**src/sv/csr_bool_matrix_store_unit_macros.svh**
```systemverilog
// Assertion macros used by the store unit RTL.
`ifndef CSR_BOOL_MATRIX_STORE_UNIT_MACROS_SVH
`define CSR_BOOL_MATRIX_STORE_UNIT_MACROS_SVH

// Same-cycle implication, checked on every rising edge outside reset.
`define CSRBM_ASSERT_NOW(label, ante, cons, msg) \
    label: assert property (@(posedge clk) disable iff (!rst_n) (ante) |-> (cons)) \
        else $error(msg);

// Next-cycle implication, checked on every rising edge outside reset.
`define CSRBM_ASSERT_NEXT(label, ante, cons, msg) \
    label: assert property (@(posedge clk) disable iff (!rst_n) (ante) |=> (cons)) \
        else $error(msg);

`endif

```
**src/sv/csrbm_ram.sv**
```systemverilog
module csrbm_ram #(
    parameter int WIDTH = 8,
    parameter int DEPTH = 16
) (
    input  logic                     clk,
    input  logic                     we,
    input  logic [$clog2(DEPTH)-1:0] waddr,
    input  logic [WIDTH-1:0]         wdata,
    input  logic [$clog2(DEPTH)-1:0] raddr,
    output logic [WIDTH-1:0]         rdata
);

    logic [WIDTH-1:0] mem [DEPTH];
    logic [WIDTH-1:0] rdata_reg;

    // One write port, one registered read port.
    always_ff @(posedge clk)
    begin
        if (we)
        begin
            mem[waddr] <= wdata;
        end
        rdata_reg <= mem[raddr];
    end

    assign rdata = rdata_reg;

endmodule

```
**config.mk**
```make
export PLATFORM = sky130hd
export DESIGN_NAME = csrbm_ram
export DESIGN_NICKNAME = d
export VERILOG_FILES = /design/src/sv/csr_bool_matrix_store_unit_macros.svh /design/src/sv/csrbm_ram.sv
export SDC_FILE = /design/constraint.sdc
export NUM_CORES = 1
export LEC_CHECK = 0
export BUFFER_PORTS_ARGS = -buffer_cell sky130_fd_sc_hd__buf_2
export CAP_MARGIN = 20
export CORE_MARGIN = 2
export CORE_UTILIZATION = 30
export DETAILED_ROUTE_END_ITERATION = 10
export PLACE_DENSITY = 0.49
export SLEW_MARGIN = 15
export SYNTH_ARGS = -nofsm -noshare
export SYNTH_HDL_FRONTEND = slang
export SYNTH_SLANG_ARGS = --single-unit
```
**constraint.sdc**
```tcl
create_clock -name clk -period 1.7 [get_ports clk]
set_input_delay 0.255 -clock clk [delete_from_list [all_inputs] [get_ports clk]]
set_output_delay 0.255 -clock clk [all_outputs]
set_load 0.005 [all_outputs]
```
==> results.py, run 1 <==
metrics = {
    "logic_synthesis": {
        "synth_nets": 247,
        "synth_cell_type_count": 19,
        "syn_avg_cell_area_um2": 22.5,
        "yosys_warnings": 0,
        "netlist_area_um2": 5150,
        "synthCells": 229,
        "seq_area_frac_synth_pct": 77.8,
        "yosys_register_bits": 136,
    },
    "final_layout": {
        "drive_gt1_share_pct": 29.1,
        "final_common_cell": "edfxtp_1",
        "final_util_pct": 36.8,
        "layout_common_cells": "edfxtp_1 (128), buf_2 (25), buf_4 (19), mux4_2 (18), clkbuf_16 (17)",
        "n_fill_cell": 1531,
        "synthToLayoutAreaGrowth_pct": 19.4,
        "stdcell_count": 516,
        "layout.nets": 303,
        "largest_reg_flops": 128,
        "insertedDiodeCount": 0,
    },
    "global_routing": {
        "grt_max_degree": 33,
        "antenna_found_initial": 0,
        "grt_overflow": 0,
        "grtUsageTotal_pct": 12.4,
        "grt_pass1_wl_mm": 15.8,
        "grt_pass1_vias": 2553,
    },
    "timing": {
        "final.period_utilization_pct": 79.7,
        "fin_skew_ns": 0.00542,
        "worst_pin_slew_ns": 0.714,
        "final.setup.worst_slack_ns": 0.345,
        "max_freq_mhz": 738,
        "slew_viol_final": 0,
        "finalHoldViolCount": 0,
        "fin_tns_setup_ns": 0,
        "rsz0062_at_grt": "false",
        "slew_headroom_pct": 52.3,
        "fin_crit_ns": 1.35,
        "setup_viol": 0,
    },
    "floorplan": {
        "io_pins": 26,
        "fp.coreArea_um2": 16700,
        "die_y_um": 135,
        "dieArea_um2": 18200,
        "start_util_pct": 30.8,
        "die_width_um": 135,
        "rows": 47,
    },
    "power_and_ir_drop": {
        "clockPowerShare_pct": 42.0,
        "leakage_nw": 2.05,
        "p_per_area_nw_per_um2": 1160,
        "p_int_mw": 5.72,
        "seq_power_share_pct": 53.0,
        "fin_total_pwr_mw": 7.12,
        "vdd_ir_drop_max_uv": 610,
        "pwr-share-comb_pct": 5.0,
        "p_sw_mw": 1.40,
        "switching_share_pct": 19.7,
    },
    "placement": {
        "portBuffers": 25,
        "dp.cells": 486,
        "hpwl_mm": 6.74,
        "pre_cts_slack_ns": -0.0363,
        "gp_congestion": 0.672,
    },
    "worst_hold_path": {
        "min_from": "wdata[6]",
        "min_to": "mem[10][6]",
        "min_path_cells": 1,
        "hold_class": "primary input to register",
    },
    "route": {
        "wl_per_cell_um": 20.1,
        "drt_wl_total_mm": 10.4,
        "first_pass_iters": 4,
        "viasPerCell": 4.61,
        "drc": 0,
        "via_count": 2381,
        "ant_nets": 0,
        "drtIter0Drc": 194,
    },
    "clock_network": {
        "post_cts_buffers": 0,
        "cts_hold_buffers": 0,
        "cts_buffer_depth": 2,
        "cts_made_buffers": 17,
        "clk_pin_slew_ns": 0.05,
        "root_buffer": "clkbuf_16",
        "cts_resized": 0,
        "htree_levels": 4,
        "clock_sinks": 136,
        "clk_latency_ns": 0.41,
        "cts_tree": "yes",
    },
    "setup_path": {
        "crit_type": "register to register",
        "cp-end-kind": "register",
        "cp.arrival_ns": 1.64,
        "r2r_end": "rdata[5]",
        "reg2reg_slack_ns": 0.35,
        "critPathMaxFanout": 1,
        "r2r.worst_path.cells": 3,
        "r2r-start": "mem[1][5]",
        "worstPathRequired_ns": 1.99,
        "startpoint_type": "register",
    },
    "flow_run": {
        "cap_violations": 0,
    },
    "run_status": {
        "status": "completed",
    },
}
## synthesized netlist by cell type (all sizes together)
| cell type | instances | area share (%) |
|---|---|---|
| edfxtp | 128 | 75 |
| mux4 | 32 | 15 |
| a22oi | 16 | 2.3 |
| nor2 | 13 | 0.95 |
| nand2 | 9 | 0.66 |
| dfxtp | 8 | 3.1 |
| buf | 7 | 1.1 |
| nor3 | 4 | 0.39 |
| clkdlybuf4s25 | 3 | 0.58 |
| nand2b | 2 | 0.24 |
| nand3b | 2 | 0.29 |
| and2 | 1 | 0.12 |
| and2b | 1 | 0.15 |
| nand3 | 1 | 0.097 |
| nor2b | 1 | 0.12 |
| or3b | 1 | 0.17 |
## per-layer routing
layer	wire [um]	track usage, %
met5	0	0
met4	81	3.65
met3	495	4.32
met2	4910	19.0
met1	4870	16.7
## power groups by stage
| stage | clock, mW | sequential (mW) | combinational, mW |
|---|---|---|---|
| 3_5_place_dp | 0 | 3.84 | 0.364 |
| 6_report | 2.99 | 3.78 | 0.354 |
| 5_1_grt | 3.21 | 3.78 | 0.387 |
| 3_3_place_gp | 0 | 3.84 | 0.359 |
| 4_1_cts | 3.06 | 3.78 | 0.364 |
| 2_1_floorplan | 0 | 3.84 | 0.191 |
## final cells by class
cell class	instances	area, um2	share of cell area, %
clock inverter	7	31.3	0.509
clock buffer	23	448	7.29
multi-input combinational	83	1060	17.3
timing repair buffer	47	328	5.33
tap	220	275	4.48
sequential	136	4000	65.1
## how the worst max path moves through the flow
| stage | start | endpoint | slack, ns | depth (start not counted) |
|---|---|---|---|---|
| final | mem[1][5] | rdata[5] | 0.35 | 3 |
| after global routing | mem[8][3] | rdata[3] | 0.26 | 3 |
| after CTS | mem[0][0] | rdata[0] | 0.31 | 3 |
| after detailed placement | raddr[0] | rdata[0] | -0.04 | 5 |
| after global placement | raddr[0] | rdata[0] | -0.04 | 5 |
| after floorplan | waddr[2] | mem[3][0] | 0.18 | 2 |
## cell families (layout without fill, tap and decap cells)
kind of cell           Yosys count  in the layout  synth area share (%)
flip-flops                     136            136                  77.8
multiplexers                    32             32                  15.0
AO/OA/AOI/OAI                   16             16                  2.33
AND/OR/NAND/NOR                 35             35                  3.18
buffers and inverters           10             77                  1.68
## stage by stage
stage               hold WS (ns)  cell area, um2
floorplan                  0.354            5150
global placement           0.637            5670
detailed placement         0.642            5670
CTS                        0.226            6150
global route               0.236            6150
finish                     0.239            6150
## critical path: stages (launching register included)
cell and delay [ns]:
edfxtp_1 0.35, mux4_1 0.49, a22oi_1 0.31, nand2_1 0.08
Note: power is estimated with default switching activity, not from simulation.
==> run 2: changes to the inputs <==
Settings changed: PLACE_DENSITY 0.49 to 0.48.
Clock period 1.7 ns to 1.4 ns, I/O delays scaled along.
==> results.py, run 2 (synthesis gave the netlist of run 1 again) <==
metrics = {
    "final_layout": {
        "regArea_um2": 4000,
        "layout.nets": 305,
        "drive_gt1_share_pct": 33.3,
        "final_common_cell": "edfxtp_1",
        "n_fill_cell": 1548,
        "layout_common_cells": "edfxtp_1 (128), buf_2 (25), buf_4 (20), mux4_2 (18), clkbuf_16 (17)",
        "insertedDiodeCount": 0,
        "largest_reg_flops": 128,
        "multi_input_area_um2": 1090,
        "synthToLayoutAreaGrowth_pct": 21.3,
    },
    "placement": {
        "gp_congestion": 0.700,
        "pre_cts_slack_ns": -0.323,
        "hpwl_mm": 6.75,
        "portBuffers": 25,
    },
    "setup_path": {
        "crit_slowest_cell": "mux4_1",
        "reg2reg_slack_ns": 0.09,
        "slowest_delay_ns": 0.52,
        "path_buf_inv": 0,
        "crit_family": "multiplexers",
        "cp-end-kind": "register",
        "cp.arrival_ns": 1.58,
        "crit_type": "register to register",
        "startpoint_type": "register",
        "worstPathRequired_ns": 1.67,
        "worstPathCellList": "mux4_1 -> a22oi_2 -> nand2_1",
        "critPathMaxFanout": 1,
    },
    "global_routing": {
        "grtUsageMet1_pct": 15.7,
        "antenna_found_initial": 0,
        "grt_max_degree": 22,
        "grt_overflow": 0,
        "top_usage_layer": "met2",
        "grt_pass1_vias": 2569,
        "grtUsageTotal_pct": 12.3,
        "use_met3_pct": 3.15,
        "met2_usage_pct": 19.7,
        "grt_pass1_wl_mm": 15.8,
    },
    "route": {
        "drc": 0,
        "ant_nets": 0,
        "wl_per_cell_um": 19.3,
        "first_pass_iters": 4,
        "viasPerCell": 4.60,
        "drtIter0Drc": 209,
        "drt_wl_total_mm": 10.1,
        "via_count": 2394,
    },
    "clock_network": {
        "post_cts_buffers": 0,
        "cts_tree": "yes",
        "clock_sinks": 136,
        "clk_pin_slew_ns": 0.05,
        "cts_hold_buffers": 0,
        "cts_buffer_depth": 2,
        "htree_levels": 4,
        "cts_made_buffers": 17,
        "root_buffer": "clkbuf_16",
        "cts_resized": 0,
        "clk_latency_ns": 0.40,
    },
    "timing": {
        "slew_viol_final": 0,
        "max_freq_mhz": 762,
        "setup_viol": 0,
        "whs_ns": 0.206,
        "rsz0062_at_grt": "false",
        "final.period_utilization_pct": 93.8,
        "final.setup.worst_slack_ns": 0.0874,
        "fin_crit_ns": 1.31,
        "finalHoldViolCount": 0,
        "fin_skew_ns": 0.00513,
        "slew_headroom_pct": 45.0,
        "worst_pin_slew_ns": 0.824,
    },
    "floorplan": {
        "dieArea_um2": 18200,
        "die_width_um": 135,
        "rows": 47,
        "fp.coreArea_um2": 16700,
        "die_y_um": 135,
        "io_pins": 26,
        "start_util_pct": 30.8,
    },
    "run_status": {
        "status": "completed",
    },
    "power_and_ir_drop": {
        "vdd_ir_drop_max_uv": 604,
        "leakage_nw": 2.10,
        "p_per_area_nw_per_um2": 1430,
        "fin_total_pwr_mw": 8.94,
    },
    "worst_hold_path": {
        "hold_class": "primary input to register",
    },
    "flow_run": {
        "cap_violations": 0,
    },
}
-- run 2: stage by stage --
stage / utilization [%] / TNS [ns] / cells / cell area [um2]
2_1_floorplan: - / -2.30 / 229 / 5160
3_3_place_gp: 34.2 / -3.36 / 488 / 5710
3_5_place_dp: 34.2 / -3.49 / 488 / 5710
4_1_cts: 37.3 / 0 / 520 / 6230
5_1_grt: 37.4 / 0 / 520 / 6240
6_report: 37.4 / 0 / 520 / 6240
-- run 2: final cells by class --
| cell class | count | area share, % |
|---|---|---|
| Clock buffer | 21 | 7.05 |
| Multi-Input combinational cell | 83 | 17.4 |
| Sequential cell | 136 | 64.1 |
| Tap cell | 220 | 4.41 |
| Timing Repair Buffer | 49 | 5.69 |
| Clock inverter | 11 | 1.32 |
-- run 2: metal layers --
metal	vias up	share of wire, %
met2	41	50
li1	1090	-
met5	-	0
met3	5	3.1
met4	0	0.88
met1	1258	46
-- run 2: path summary, 6_finish.rpt --
path	from	endpoint	cells past startpoint
worst max-delay path	mem[0][1]	rdata[1]	3
worst min-delay path	wdata[5]	mem[4][5]	1
worst max register to register	mem[0][1]	rdata[1]	3
worst min register to register	mem[12][2]	rdata[2]	3
-- run 2: worst reg2reg max path: stages, from the launching register on --
cell	delay (ns)
edfxtp_1	0.36
mux4_1	0.52
a22oi_2	0.21
nand2_1	0.11
-- run 2: power breakdown --
part / switching [mW] / internal, mW / leakage [nW]
clock: 1.52 / 2.41 / 0.255
sequential: 0.0245 / 4.55 / 1.22
combinational: 0.243 / 0.199 / 0.616
